### config.mk
export PLATFORM = sky130hd
export DESIGN_NAME = unsorted_array_list_engine_flat
export DESIGN_NICKNAME = d
export VERILOG_FILES = /design/src/design/uale_pkg.sv /design/src/design/uale_req_if.sv /design/src/design/uale_rsp_if.sv /design/src/design/uale_ram.sv /design/src/design/uale_ctrl.sv /design/src/design/uale_dp.sv /design/src/design/unsorted_array_list_engine.sv /design/src/flat_wrapper.sv
export SDC_FILE = /design/constraint.sdc
export NUM_CORES = 2
export LEC_CHECK = 0
export ABC_CLOCK_PERIOD_IN_PS = 5350
export BUFFER_PORTS_ARGS = -buffer_cell sky130_fd_sc_hd__buf_2
export CELL_PAD_IN_SITES_DETAIL_PLACEMENT = 1
export CELL_PAD_IN_SITES_GLOBAL_PLACEMENT = 2
export CORE_AREA = 3 3 539 541
export CTS_CLUSTER_SIZE = 30
export DETAILED_ROUTE_END_ITERATION = 8
export DIE_AREA = 0 0 542 544
export PLACE_DENSITY_LB_ADDON = 0.15
export SLEW_MARGIN = 20
export SYNTH_ARGS = -nofsm -noshare
export SYNTH_HDL_FRONTEND = slang
export SYNTH_SLANG_ARGS = --single-unit
### constraint.sdc
create_clock -name clk -period 5.35 [get_ports clk]
set_clock_uncertainty 0.05 [all_clocks]
set_input_delay 0.2675 -clock clk [delete_from_list [all_inputs] [get_ports clk]]
set_output_delay 0.2675 -clock clk [all_outputs]
set_load 0.01 [all_outputs]
### src/design/uale_pkg.sv
// ----------------------------------------------------------------------------
// uale_pkg
// Shared operation codes, result codes and the command and status bundles
// that pass between the list controller and its datapath.
// ----------------------------------------------------------------------------
`default_nettype none

package uale_pkg;

	typedef enum logic [2:0] {
		OP_PUT     = 3'd0,
		OP_GET     = 3'd1,
		OP_DEL     = 3'd2,
		OP_DEL_ALL = 3'd3,
		OP_EMPTY   = 3'd4,
		OP_CUR_RST = 3'd5,
		OP_NEXT    = 3'd6
	} op_t;

	typedef enum logic [1:0] {
		ST_OK       = 2'd0,
		ST_FULL     = 2'd1,
		ST_ABSENT   = 2'd2,
		ST_PAST_END = 2'd3
	} status_t;

	typedef struct packed {
		logic start;
		logic put;
		logic scan_init;
		logic scan_step;
		logic scan_end;
		logic scan_resume;
		logic rm_rd;
		logic rm_wr;
		logic nx_rd;
		logic nx_cap;
		logic nx_miss;
		logic clear_all;
		logic cur_reset;
		logic load_out;
	} cmd_t;

	typedef struct packed {
		op_t  op;
		logic cursor_ok;
		logic scan_hit;
		logic scan_done;
		logic mv_match;
	} sts_t;

endpackage

`default_nettype wire

### src/design/uale_req_if.sv
// ----------------------------------------------------------------------------
// uale_req_if
// Request channel of the list engine: one operation with its key and payload.
// ----------------------------------------------------------------------------
`default_nettype none

interface uale_req_if #(
	parameter int KEY_BITS     = 16,
	parameter int PAYLOAD_BITS = 32
) ();
	logic                    valid;
	logic                    ready;
	logic [2:0]              mode;
	logic [KEY_BITS-1:0]     key;
	logic [PAYLOAD_BITS-1:0] payload;

	modport source (output valid, output mode, output key, output payload, input ready);
	modport sink   (input valid, input mode, input key, input payload, output ready);
endinterface

`default_nettype wire

### src/design/uale_rsp_if.sv
// ----------------------------------------------------------------------------
// uale_rsp_if
// Response channel of the list engine: the returned entry plus list status.
// ----------------------------------------------------------------------------
`default_nettype none

interface uale_rsp_if #(
	parameter int KEY_BITS     = 16,
	parameter int PAYLOAD_BITS = 32,
	parameter int CNT_W        = 7
) ();
	logic                    valid;
	logic                    ready;
	logic                    found;
	logic [KEY_BITS-1:0]     item_key;
	logic [PAYLOAD_BITS-1:0] item_payload;
	logic [CNT_W-1:0]        entry_count;
	logic                    is_full;
	logic [1:0]              status;

	modport source (output valid, output found, output item_key, output item_payload,
		output entry_count, output is_full, output status, input ready);
	modport sink   (input valid, input found, input item_key, input item_payload,
		input entry_count, input is_full, input status, output ready);
endinterface

`default_nettype wire

### src/design/uale_ram.sv
// ----------------------------------------------------------------------------
// uale_ram
// Generic simple dual-port RAM: one write port, one read port, registered read.
// ----------------------------------------------------------------------------
`default_nettype none

module uale_ram #(
	parameter int WIDTH = 48,
	parameter int DEPTH = 64
) (
	input  wire logic                     clk,
	input  wire logic                     we,
	input  wire logic [$clog2(DEPTH)-1:0] waddr,
	input  wire logic [WIDTH-1:0]         wdata,
	input  wire logic                     re,
	input  wire logic [$clog2(DEPTH)-1:0] raddr,
	output logic      [WIDTH-1:0]         rdata
);

	logic [WIDTH-1:0] mem [DEPTH];

	always_ff @(posedge clk) begin
		if (we) begin
			mem[waddr] <= wdata;
		end
		if (re) begin
			rdata <= mem[raddr];
		end
	end

endmodule

`default_nettype wire

### src/design/uale_ctrl.sv
// ----------------------------------------------------------------------------
// uale_ctrl
// Operation sequencer: dispatches each request, steps the key scan and the
// move-last removals, and hands the result to the response register.
// ----------------------------------------------------------------------------
`default_nettype none

module uale_ctrl
	import uale_pkg::*;
(
	input  wire logic clk,
	input  wire logic arst_n,
	input  wire logic req_valid,
	output logic      req_ready,
	output logic      rsp_valid,
	input  wire logic rsp_ready,
	input  wire sts_t sts,
	output cmd_t      cmd
);

	typedef enum logic [6:0] {
		S_IDLE   = 7'b0000001,
		S_EXEC   = 7'b0000010,
		S_SCAN   = 7'b0000100,
		S_RM_RD  = 7'b0001000,
		S_RM_WR  = 7'b0010000,
		S_NX_CAP = 7'b0100000,
		S_RESP   = 7'b1000000
	} state_t;

	state_t state_q, state_d;
	logic   out_valid_q;

	assign req_ready = (state_q == S_IDLE);
	assign rsp_valid = out_valid_q;

	always_comb begin
		cmd     = '0;
		state_d = state_q;
		case (state_q)
			S_IDLE: begin
				if (req_valid) begin
					cmd.start = 1'b1;
					state_d   = S_EXEC;
				end
			end
			S_EXEC: begin
				case (sts.op)
					OP_PUT: begin
						cmd.put = 1'b1;
						state_d = S_RESP;
					end
					OP_GET, OP_DEL, OP_DEL_ALL: begin
						cmd.scan_init = 1'b1;
						state_d       = S_SCAN;
					end
					OP_EMPTY: begin
						cmd.clear_all = 1'b1;
						state_d       = S_RESP;
					end
					OP_CUR_RST: begin
						cmd.cur_reset = 1'b1;
						state_d       = S_RESP;
					end
					OP_NEXT: begin
						if (sts.cursor_ok) begin
							cmd.nx_rd = 1'b1;
							state_d   = S_NX_CAP;
						end else begin
							cmd.nx_miss = 1'b1;
							state_d     = S_RESP;
						end
					end
					default: begin
						state_d = S_RESP;
					end
				endcase
			end
			S_SCAN: begin
				cmd.scan_step = 1'b1;
				if (sts.scan_hit) begin
					state_d = (sts.op == OP_GET) ? S_RESP : S_RM_RD;
				end else if (sts.scan_done) begin
					cmd.scan_end = 1'b1;
					state_d      = S_RESP;
				end
			end
			S_RM_RD: begin
				cmd.rm_rd = 1'b1;
				state_d   = S_RM_WR;
			end
			S_RM_WR: begin
				// For delete-all, the entry moved in from the end is rechecked before the scan resumes.
				cmd.rm_wr = 1'b1;
				if (sts.op == OP_DEL) begin
					state_d = S_RESP;
				end else if (sts.mv_match) begin
					state_d = S_RM_RD;
				end else begin
					cmd.scan_resume = 1'b1;
					state_d         = S_SCAN;
				end
			end
			S_NX_CAP: begin
				cmd.nx_cap = 1'b1;
				state_d    = S_RESP;
			end
			S_RESP: begin
				if (!out_valid_q || rsp_ready) begin
					cmd.load_out = 1'b1;
					state_d      = S_IDLE;
				end
			end
			default: begin
				state_d = S_IDLE;
			end
		endcase
	end

	always_ff @(posedge clk or negedge arst_n) begin
		if (!arst_n) begin
			state_q     <= S_IDLE;
			out_valid_q <= 1'b0;
		end else begin
			state_q <= state_d;
			if (cmd.load_out) begin
				out_valid_q <= 1'b1;
			end else if (rsp_ready) begin
				out_valid_q <= 1'b0;
			end
		end
	end

endmodule

`default_nettype wire

### src/design/uale_dp.sv
// ----------------------------------------------------------------------------
// uale_dp
// List datapath: entry RAM, count and cursor, the pipelined key scan and the
// result and response registers.
// ----------------------------------------------------------------------------
`default_nettype none

module uale_dp
	import uale_pkg::*;
#(
	parameter int CAPACITY     = 64,
	parameter int KEY_BITS     = 16,
	parameter int PAYLOAD_BITS = 32,
	parameter int CNT_W        = $clog2(CAPACITY + 1)
) (
	input  wire logic                    clk,
	input  wire logic                    arst_n,
	input  wire cmd_t                    cmd,
	output sts_t                         sts,
	input  wire logic [2:0]              mode,
	input  wire logic [KEY_BITS-1:0]     key,
	input  wire logic [PAYLOAD_BITS-1:0] payload,
	output logic                         found,
	output logic [KEY_BITS-1:0]          item_key,
	output logic [PAYLOAD_BITS-1:0]      item_payload,
	output logic [CNT_W-1:0]             entry_count,
	output logic                         is_full,
	output logic [1:0]                   status
);

	localparam int IDX_W = $clog2(CAPACITY);
	localparam int W     = KEY_BITS + PAYLOAD_BITS;
	localparam logic [CNT_W-1:0] CAP_C = CNT_W'(CAPACITY);

	op_t                     op_q;
	logic [KEY_BITS-1:0]     key_q;
	logic [PAYLOAD_BITS-1:0] pay_q;
	logic [CNT_W-1:0]        count_q;
	logic [CNT_W-1:0]        cursor_q;
	logic [CNT_W-1:0]        idx_q;
	logic [IDX_W-1:0]        pidx_q;
	logic                    pv_q;
	logic [IDX_W-1:0]        hit_idx_q;
	logic                    found_q;
	status_t                 stat_q;
	logic [KEY_BITS-1:0]     rk_q;
	logic [PAYLOAD_BITS-1:0] rp_q;

	logic                    we, re;
	logic [IDX_W-1:0]        waddr, raddr;
	logic [W-1:0]            wdata, rdata;
	logic [KEY_BITS-1:0]     rd_key;
	logic [PAYLOAD_BITS-1:0] rd_pay;
	logic [CNT_W-1:0]        last_idx;
	logic [CNT_W-1:0]        hit_next;
	logic                    full;
	logic                    issue;
	logic                    hit;

	assign rd_key   = rdata[W-1:PAYLOAD_BITS];
	assign rd_pay   = rdata[PAYLOAD_BITS-1:0];
	assign last_idx = count_q - CNT_W'(1);
	assign hit_next = CNT_W'(hit_idx_q) + CNT_W'(1);
	assign full     = (count_q == CAP_C);
	// The scan issues one read per cycle; the compare sees the word in the cycle after the read.
	assign issue    = cmd.scan_step && (idx_q < count_q);
	assign hit      = pv_q && (rd_key == key_q);

	assign sts.op        = op_q;
	assign sts.cursor_ok = (cursor_q < count_q);
	assign sts.scan_hit  = hit;
	assign sts.scan_done = !pv_q && !(idx_q < count_q);
	assign sts.mv_match  = (rd_key == key_q) && (hit_next < count_q);

	always_comb begin
		re    = issue || cmd.rm_rd || cmd.nx_rd;
		raddr = idx_q[IDX_W-1:0];
		if (cmd.rm_rd) begin
			raddr = last_idx[IDX_W-1:0];
		end else if (cmd.nx_rd) begin
			raddr = cursor_q[IDX_W-1:0];
		end
		we    = (cmd.put && !full) || cmd.rm_wr;
		waddr = cmd.rm_wr ? hit_idx_q : count_q[IDX_W-1:0];
		wdata = cmd.rm_wr ? rdata : {key_q, pay_q};
	end

	uale_ram #(
		.WIDTH (W),
		.DEPTH (CAPACITY)
	) u_ram (
		.clk   (clk),
		.we    (we),
		.waddr (waddr),
		.wdata (wdata),
		.re    (re),
		.raddr (raddr),
		.rdata (rdata)
	);

	always_ff @(posedge clk or negedge arst_n) begin
		if (!arst_n) begin
			count_q  <= '0;
			cursor_q <= '0;
			idx_q    <= '0;
			pv_q     <= 1'b0;
			found_q  <= 1'b0;
			stat_q   <= ST_OK;
		end else begin
			if (cmd.clear_all) begin
				count_q <= '0;
			end else if (cmd.put && !full) begin
				count_q <= count_q + CNT_W'(1);
			end else if (cmd.rm_wr) begin
				count_q <= last_idx;
			end

			if (cmd.clear_all || cmd.cur_reset) begin
				cursor_q <= '0;
			end else if (cmd.nx_cap) begin
				cursor_q <= cursor_q + CNT_W'(1);
			end

			if (cmd.scan_init) begin
				idx_q <= '0;
				pv_q  <= 1'b0;
			end else if (cmd.scan_resume) begin
				idx_q <= hit_next;
				pv_q  <= 1'b0;
			end else if (cmd.scan_step) begin
				pv_q <= issue;
				if (issue) begin
					idx_q <= idx_q + CNT_W'(1);
				end
			end

			if (cmd.start) begin
				found_q <= 1'b0;
				stat_q  <= ST_OK;
			end else if (cmd.put && full) begin
				stat_q <= ST_FULL;
			end else if ((cmd.scan_step && hit) || cmd.nx_cap) begin
				found_q <= 1'b1;
			end else if (cmd.scan_end && !found_q) begin
				stat_q <= ST_ABSENT;
			end else if (cmd.nx_miss) begin
				stat_q <= ST_PAST_END;
			end
		end
	end

	always_ff @(posedge clk) begin
		if (cmd.start) begin
			op_q  <= op_t'(mode);
			key_q <= key;
			pay_q <= payload;
			rk_q  <= key;
			rp_q  <= payload;
		end
		if (cmd.scan_step) begin
			pidx_q <= idx_q[IDX_W-1:0];
			if (hit) begin
				hit_idx_q <= pidx_q;
				// Only the first match of the request is returned.
				if (!found_q) begin
					rk_q <= rd_key;
					rp_q <= rd_pay;
				end
			end
		end
		if (cmd.nx_cap) begin
			rk_q <= rd_key;
			rp_q <= rd_pay;
		end
		if (cmd.load_out) begin
			found        <= found_q;
			item_key     <= rk_q;
			item_payload <= rp_q;
			entry_count  <= count_q;
			is_full      <= full;
			status       <= stat_q;
		end
	end

endmodule

`default_nettype wire

### src/design/unsorted_array_list_engine.sv
// ----------------------------------------------------------------------------
// unsorted_array_list_engine
// Fixed-capacity unsorted key/payload list with put, get, delete, delete-all,
// make-empty and a cursor walk; one response per request.
// ----------------------------------------------------------------------------
//
//   Channel | Dir | Handshake   | Contents
//   --------+-----+-------------+---------------------------------------------
//   req     | in  | valid/ready | mode, key, payload
//   rsp     | out | valid/ready | found, item_key, item_payload, entry_count,
//           |     |             | is_full, status
//
// One request is worked on at a time. Put, make-empty and reset-cursor pass
// the execute state to the response register; next, with an entry left, also
// a capture state. Get is bounded by the scan of the entry RAM at one read
// port, one entry per cycle. After a match, delete moves the last entry into
// the freed slot; delete-all does so for each entry it removes, then resumes
// the scan. Reset clears the count and cursor at once; the RAM needs no
// clearing. A new request is taken while the previous response waits on rsp.
`default_nettype none

module unsorted_array_list_engine
	import uale_pkg::*;
#(
	parameter int CAPACITY     = 64,
	parameter int KEY_BITS     = 16,
	parameter int PAYLOAD_BITS = 32
) (
	input wire logic clk,
	input wire logic arst_n,
	uale_req_if.sink   req,
	uale_rsp_if.source rsp
);

	localparam int CNT_W = $clog2(CAPACITY + 1);

	cmd_t cmd;
	sts_t sts;

	uale_ctrl u_ctrl (
		.clk       (clk),
		.arst_n    (arst_n),
		.req_valid (req.valid),
		.req_ready (req.ready),
		.rsp_valid (rsp.valid),
		.rsp_ready (rsp.ready),
		.sts       (sts),
		.cmd       (cmd)
	);

	uale_dp #(
		.CAPACITY     (CAPACITY),
		.KEY_BITS     (KEY_BITS),
		.PAYLOAD_BITS (PAYLOAD_BITS),
		.CNT_W        (CNT_W)
	) u_dp (
		.clk          (clk),
		.arst_n       (arst_n),
		.cmd          (cmd),
		.sts          (sts),
		.mode         (req.mode),
		.key          (req.key),
		.payload      (req.payload),
		.found        (rsp.found),
		.item_key     (rsp.item_key),
		.item_payload (rsp.item_payload),
		.entry_count  (rsp.entry_count),
		.is_full      (rsp.is_full),
		.status       (rsp.status)
	);

	a_count_bound: assert property (@(posedge clk) disable iff (!arst_n)
		rsp.valid |-> (rsp.entry_count <= CNT_W'(CAPACITY)))
		else $error("entry count above capacity");

	a_found_ok: assert property (@(posedge clk) disable iff (!arst_n)
		(rsp.valid && rsp.found) |-> (rsp.status == ST_OK))
		else $error("entry returned with an error status");

	a_full_status: assert property (@(posedge clk) disable iff (!arst_n)
		(rsp.valid && (rsp.status == ST_FULL)) |-> rsp.is_full)
		else $error("full status on a list that is not full");

	a_one_at_a_time: assert property (@(posedge clk) disable iff (!arst_n)
		(req.valid && req.ready) |=> !req.ready)
		else $error("second request taken while one is in progress");

	a_scan_exclusive: assert property (@(posedge clk) disable iff (!arst_n)
		(cmd.scan_step && sts.scan_hit) |-> !sts.scan_done)
		else $error("scan reported a hit and exhaustion together");

endmodule

`default_nettype wire

### src/flat_wrapper.sv
// flat-port wrapper written by rule: the top's interface ports become plain ports
module unsorted_array_list_engine_flat import uale_pkg::*;
#(
	parameter int CAPACITY     = 64,
	parameter int KEY_BITS     = 16,
	parameter int PAYLOAD_BITS = 32
)
  (clk, arst_n, req_valid, req_mode, req_key, req_payload, req_ready, rsp_valid, rsp_found, rsp_item_key, rsp_item_payload, rsp_entry_count, rsp_is_full, rsp_status, rsp_ready);
  uale_req_if #(.KEY_BITS(KEY_BITS), .PAYLOAD_BITS(PAYLOAD_BITS)) req_i ();
  uale_rsp_if #(.KEY_BITS(KEY_BITS), .PAYLOAD_BITS(PAYLOAD_BITS)) rsp_i ();
  input wire logic clk;
  input wire logic arst_n;
  input wire logic [$bits(req_i.valid)-1:0] req_valid;
  input wire logic [$bits(req_i.mode)-1:0] req_mode;
  input wire logic [$bits(req_i.key)-1:0] req_key;
  input wire logic [$bits(req_i.payload)-1:0] req_payload;
  output wire logic [$bits(req_i.ready)-1:0] req_ready;
  output wire logic [$bits(rsp_i.valid)-1:0] rsp_valid;
  output wire logic [$bits(rsp_i.found)-1:0] rsp_found;
  output wire logic [$bits(rsp_i.item_key)-1:0] rsp_item_key;
  output wire logic [$bits(rsp_i.item_payload)-1:0] rsp_item_payload;
  output wire logic [$bits(rsp_i.entry_count)-1:0] rsp_entry_count;
  output wire logic [$bits(rsp_i.is_full)-1:0] rsp_is_full;
  output wire logic [$bits(rsp_i.status)-1:0] rsp_status;
  input wire logic [$bits(rsp_i.ready)-1:0] rsp_ready;
  assign req_i.valid = req_valid;
  assign req_i.mode = req_mode;
  assign req_i.key = req_key;
  assign req_i.payload = req_payload;
  assign req_ready = req_i.ready;
  assign rsp_valid = rsp_i.valid;
  assign rsp_found = rsp_i.found;
  assign rsp_item_key = rsp_i.item_key;
  assign rsp_item_payload = rsp_i.item_payload;
  assign rsp_entry_count = rsp_i.entry_count;
  assign rsp_is_full = rsp_i.is_full;
  assign rsp_status = rsp_i.status;
  assign rsp_i.ready = rsp_ready;
  unsorted_array_list_engine #(.CAPACITY(CAPACITY), .KEY_BITS(KEY_BITS), .PAYLOAD_BITS(PAYLOAD_BITS)) u_core (.clk(clk), .arst_n(arst_n), .req(req_i), .rsp(rsp_i));
endmodule
; Word level (Yosys, flattened, before mapping)
; Memory sizes are Yosys's and may differ from the RTL's. A register that Yosys moved wholly into a read port is not among the register bits.
; Cells that the tools add are included.
[totals]
ram_bits = 3072
ff_bits = 203
output_inout_bits = 61
word_cells = 155
n_memories = 1
input_bits = 55
[mem_list]
columns = memory, words, word_bits, read_ports, rd_clocked_by_memory_dff, write_ports, line_no
row1 = u_core.u_dp.u_ram.mem, 64, 48, 1, 1, 1, uale_ram.sv:20  ; logic [WIDTH-1:0] mem [DEPTH];
[op_classes]
n_reduce_logical = 33
n_eq_ne = 20
n_mux = 72
n_addsub = 5
n_lt_le_gt_ge = 3
[op_table]
columns = operator, n
row1 = 32-bit two-way mux, 5
row2 = 7-bit two-way mux, 16
row3 = 16-bit two-way mux, 5
row4 = 7-bit one-hot mux with 7 select lines, 1
row5 = 48-bit two-way mux, 1
row6 = 1-bit two-way mux, 31
row7 = 7-bit by 1-bit adder with 7-bit output (second input constant), 3
row8 = 7-bit less-than comparator, 3
row9 = 6-bit two-way mux, 3
row10 = 16-bit == test, 1
row11 = 7-bit == test (second input constant), 2
row12 = 2-bit two-way mux, 7
row13 = 7-bit one-hot mux with 2 select lines, 1
row14 = 3-bit == test (second input constant), 3
row15 = 3-bit nonzero test, 3
row16 = 1-bit logical AND, 8
row17 = 2-bit AND reduction, 4
row18 = 6-bit by 1-bit adder with 7-bit output (second input constant), 1
row19 = 7-bit by 1-bit == test with 1-bit output (second input constant), 1
row20 = 7-bit by 2-bit == test with 1-bit output (second input constant), 1
row21 = 7-bit by 3-bit == test with 1-bit output (second input constant), 1
row22 = 7-bit by 4-bit == test with 1-bit output (second input constant), 1
row23 = 7-bit by 5-bit == test with 1-bit output (second input constant), 1
row24 = 7-bit by 6-bit == test with 1-bit output (second input constant), 1
row25 = other kinds (15), 29

; Depth between registers and ports, before layout
[logic_depth]
word_depth = 11
mapped_depth = 17

; Cells and area by module
; A second synthesis with hierarchy kept.
[unflattened]
cells_unflattened = 5653
area_unflattened_um2 = 126959.3
[by_module_without_submodules]
columns = module, cells_each, area_each_um2, seq_area_each_um2, n_inst
row1 = uale_ram, 4970, 117597.8, 93689.9, 1
row2 = uale_dp, 614, 8774.7, 5250.0, 1
row3 = uale_ctrl, 69, 586.8, 201.4, 1

; Least setup slack after synthesis
; No wires, ideal clock.
[synth_timing]
kind = flip-flop to flip-flop
startpoint = register u_core.u_ctrl.state_q[1]
endpoint = memory u_core.u_dp.u_ram.mem[52][0], enable pin
path_buffers = 2
slack_ns = 0.894
arrival_time_ns = 3.952
path_stages_with_launch = 9
required_time_ns = 4.846
cell_sequence = dfrtp_1 -> nor4_1 -> and3_1 -> clkbuf_1 -> clkbuf_1 -> nand3b_1 -> o31ai_1 -> nand2_1 -> nor2_1
[synth_via]
elab_chain_len = 6
elab_cells_between_ends = 9
[synth_rtl]
columns = item, line_no
row1 = start: declaration, uale_ctrl.sv:31  ; state_t state_q, state_d;
row2 = start signal: assignment, uale_ctrl.sv:125  ; state_q <= state_d;
row3 = 7-bit by 2-bit == test with 1-bit output, uale_ctrl.sv:40  ; case (state_q)
row4 = 2-bit two-way mux, uale_ctrl.sv:40
row5 = 1-bit logical AND, uale_dp.sv:83  ; we = (cmd.put && !full) || cmd.rm_wr;
row6 = 1-bit logical OR, uale_dp.sv:83
row7 = 1-bit two-way mux, uale_ram.sv:23  ; if (we) begin
row8 = 1-bit two-way mux (implied by the code), uale_ram.sv:24  ; mem[waddr] <= wdata;
row9 = end: declaration, uale_ram.sv:20
; Parallel ways exist; a longest one is shown, timed or not.

; Worst setup path in the final report
[layout_timing]
startpoint = register u_core.u_dp.count_q[5]
endpoint = register u_core.u_dp.u_ram.rdata[8] (read register of u_core.u_dp.u_ram.mem), data pin
[layout_via]
elab_chain_len = 6
elab_cells_between_ends = 11
[layout_rtl]
columns = item, line_no
row1 = start: declaration, uale_dp.sv:38  ; logic [CNT_W-1:0] count_q;
row2 = start signal: assignment, uale_dp.sv:113  ; count_q <= count_q + CNT_W'(1);
row3 = start signal: assignment, uale_dp.sv:115  ; count_q <= last_idx;
row4 = 7-bit less-than comparator, uale_dp.sv:70  ; assign sts.cursor_ok = (cursor_q < count_q);
row5 = 1-bit two-way mux, uale_ctrl.sv:66  ; if (sts.cursor_ok) begin
row6 = 1-bit two-way mux, uale_ctrl.sv:48  ; case (sts.op)
row7 = 1-bit two-way mux, uale_ctrl.sv:40
row8 = 6-bit two-way mux, uale_dp.sv:80  ; end else if (cmd.nx_rd) begin
row9 = 6-bit two-way mux, uale_dp.sv:78  ; if (cmd.rm_rd) begin
row10 = end: declaration, uale_ram.sv:17  ; output logic [WIDTH-1:0] rdata
; Parallel ways exist; a longest one is shown, timed or not.
; A chain may end at the register's enable or synchronous reset.

==> flow_summary.yaml <==
synth:
  ys_ff_latch: 3323
  synth_flop_cell: "edfxtp_1"
  async_flop_share: 0.00993
  synth_cell_types: 84
  postSynthCellCount: 9535
  yosysMostFrequentCell: "edfxtp_1"
  synth_top_area_frac: 0.740
  synth_top_area_cell: "edfxtp_1"
  syn_area_per_cell_um2: 13.8
  synth_edf_count: 3242
  yosysSeqAreaShare: 0.754
  yosys_warnings: 0
  netlist_area_um2: 132000
  yosys-top-cells-count: "3242 x edfxtp_1, 2488 x nand2_1, 1080 x nand3_1"
  ys_top_cells_by_area: "edfxtp_1 74%, nand2_1 7.1%, nand3_1 4.1%"
  synth_fp_nets: 9614
power:
  power_uw: 70200
  p_leak_uw: 0.0543
  power_density_nw_per_um2: 459
  ir_worst_vdd_mv: 0.352
die:
  die_h_um: 544
  chipWidth_um: 542
  initial_utilization: 0.461
  io_pins: 116
  coreArea_um2: 285000
  dieArea_um2: 295000
  rows: 196
clock_network:
  cts_buffers: 356
  h-tree-depth: 5
  clock_latency_ps: 940
  root_buffer: "clkbuf_16"
  cts_tree: "built"
  clkTransAtPathRegs_ps: 60
  cts_buffer_depth: 4
  clock_sinks: 3323
worst_setup_path:
  critPathMaxFanout: 34
  cp_data_required_time_ps: 6110
  cp.arrival_ps: 6000
  cp-start-kind: "flop"
  cp-end-kind: "flop"
  critical_path_class: "flop to flop"
drt:
  post-route-drc-count: 0
  antenna_left: 0
  avgRoutedWirePerCell_um: 32.9
  vias_per_cell: 6.24
  vias: 87900
  drt_wl_total_um: 465000
  dr.pass1.iters: 6
  drt_iter0_drc: 11200
grt:
  grt.total_usage: 0.309
  grt_overflow: 0
  busiest_layer: "met2"
  grt_pass1_vias: 88100
  antenna_found_initial: 20
  use_met2: 0.496
  grt_max_degree: 97
  gr-usage-met1: 0.447
  grt_pass1_wl_um: 659000
  grtUsageMet3: 0.0486
timing:
  period_share: 0.980
  rsz0062_at_grt: "no"
  tightest_slew_ps: 1150
  slew_viol_final: 0
  max_freq_ghz: 0.191
  min_period_ps: 5240
  finalHoldViolCount: 0
  max_slew_margin: 0.233
  setup_violations: 0
place:
  dp.cells: 13300
  dpl_cell_area_um2: 141000
  port_buffers: 115
  place.gp.congestion: 0.857
  hpwl_um: 271000
cells_and_area:
  final_cell_count_no_fill: 14100
  layout-drive-gt1-share: 0.127
  layout.nets: 10100
  area_growth_syn_to_layout_pct: 16.4
  final_area_um2: 153000
  fill_cells: 27500
outcome:
  status: "completed"
hold_path:
  min_path_type: "input port to flop"
run:
  max-cap-violations: 0
-- cell families after synthesis --
group / synth area share
XOR/XNOR: 0.00233
buffers and inverters: 0.0225
multiplexers: 0.0336
AND/OR/NAND/NOR: 0.132
flip-flops: 0.754
AO/OA/AOI/OAI: 0.0537
adder cells (fa/ha/maj): 0.00228
-- worst max-delay path: stages (launching register included) --
cell and delay [ps]:
dfrtp_1 510, inv_1 210, ha_1 340, nand2_1 100
o21ai_1 490, a211oi_1 180, o211ai_1 550, buf_12 290
nand2_8 280, buf_12 280, buf_4 180, o221ai_1 320
a21oi_1 120, nor3_1 790, o221a_1 340
-- sequential cells by signal, summed over array words and instances (netlist names), 3 cells and up --
name and cells:
u_core.u_dp.u_ram.mem 3072, u_core.u_dp.u_ram.rdata 48, u_core.u_dp.item_payload 32, u_core.u_dp.pay_q 32, u_core.u_dp.rp_q 32, u_core.u_dp.item_key 16
u_core.u_dp.key_q 16, u_core.u_dp.rk_q 16, u_core.u_ctrl.state_q 7, u_core.u_dp.count_q 7, u_core.u_dp.cursor_q 7, u_core.u_dp.entry_count 7
u_core.u_dp.idx_q 7, u_core.u_dp.hit_idx_q 6, u_core.u_dp.pidx_q 6, u_core.u_dp.op_q 3
-- placed cells by master (no fill, tap or decap), types with 19 or more instances in the layout --
cell type      count
a21oi_1          310
o221ai_1         157
mux2i_1          439
a31oi_1          147
and3_1           129
o31a_1            21
o22ai_1           64
nor2_4            67
clkinv_2          64
nand2_1         2437
nor3_1            72
o21ai_0           53
nor2_1           106
nor4_1            33
buf_2            116
dfxtp_1           48
a211oi_1          38
nand2_2           42
a311oi_1          99
clkinv_1          91
buf_12           166
dlygate4sd3_1     83
o32ai_1           27
clkbuf_1          79
clkbuf_16        360
edfxtp_1        3242
ha_1              24
nand3_1         1078
or4_1             19
dfrtp_1           32
buf_4            381
xnor2_1           28
-- where the power goes --
part / internal, µW / switching [µW]
sequential: 30400 / 274
clock: 13400 / 10500
combinational: 4950 / 10700
-- stage by stage --
stage	setup TNS (ps)	hold WS [ps]	worst slack (ps)	utilization
6_report	0	51.0	107	0.536
3_5_place_dp	-49.9	360	-49.9	0.494
3_3_place_gp	-994	350	-322	0.493
2_1_floorplan	0	-78.1	894	-
4_1_cts	0	0.404	114	0.536
5_1_grt	0	22.7	9.74	0.536
-- path summary, 6_finish.rpt --
path	start	to	slack, ps	depth (start not counted)
max in group asynchronous	arst_n	u_core.u_dp.cursor_q[2]$_DFFE_PN0P_	4680	4
setup / recovery	u_core.u_dp.count_q[5]$_DFFE_PN0P_	u_core.u_dp.u_ram.rdata[8]$_DFFE_PP_	110	14
hold / removal	req_payload[1]	u_core.u_dp.pay_q[1]$_DFFE_PP_	50	2
setup reg to reg	u_core.u_dp.count_q[5]$_DFFE_PN0P_	u_core.u_dp.u_ram.rdata[8]$_DFFE_PP_	110	14
min in group asynchronous	arst_n	u_core.u_ctrl.state_q[0]$_DFFE_PN1P_	340	3
hold reg to reg	u_core.u_dp.pidx_q[3]$_DFFE_PN_	u_core.u_dp.hit_idx_q[3]$_DFFE_PP_	370	0
-- area by class of cell --
class	count	area, µm²	share of cell area
multi-input cells	5586	30400	0.198
inverters	17	66.3	0.000433
repair buffers	748	7610	0.0497
clock buffers	448	9430	0.0616
clock inverters	206	1760	0.0115
flip-flops and latches	3323	99100	0.647
well taps	3762	4710	0.0307
diodes	10	25.0	0.000163
-- per-layer routing --
layer  part of all wire  vias to the layer above
met2               0.47                     3967
met3              0.086                      680
met5           0.000058                        -
met1               0.42                    46600
li1                   -                    36700
met4              0.025                        4
-- what timing repair did --
| item | 4_1_cts | 5_1_grt |
|---|---|---|
| pin swaps | 0 | 3 |
| cloned | 0 | 0 |
| hold buffers | 84 | 0 |
| hold endpoints to repair | 138 | 0 |
| endpoints found under the setup margin | 1 | 11 |
| resized for setup | 1 | 6 |
| setup buffers | 0 | 10 |
Power figures use the tool's default switching activity.
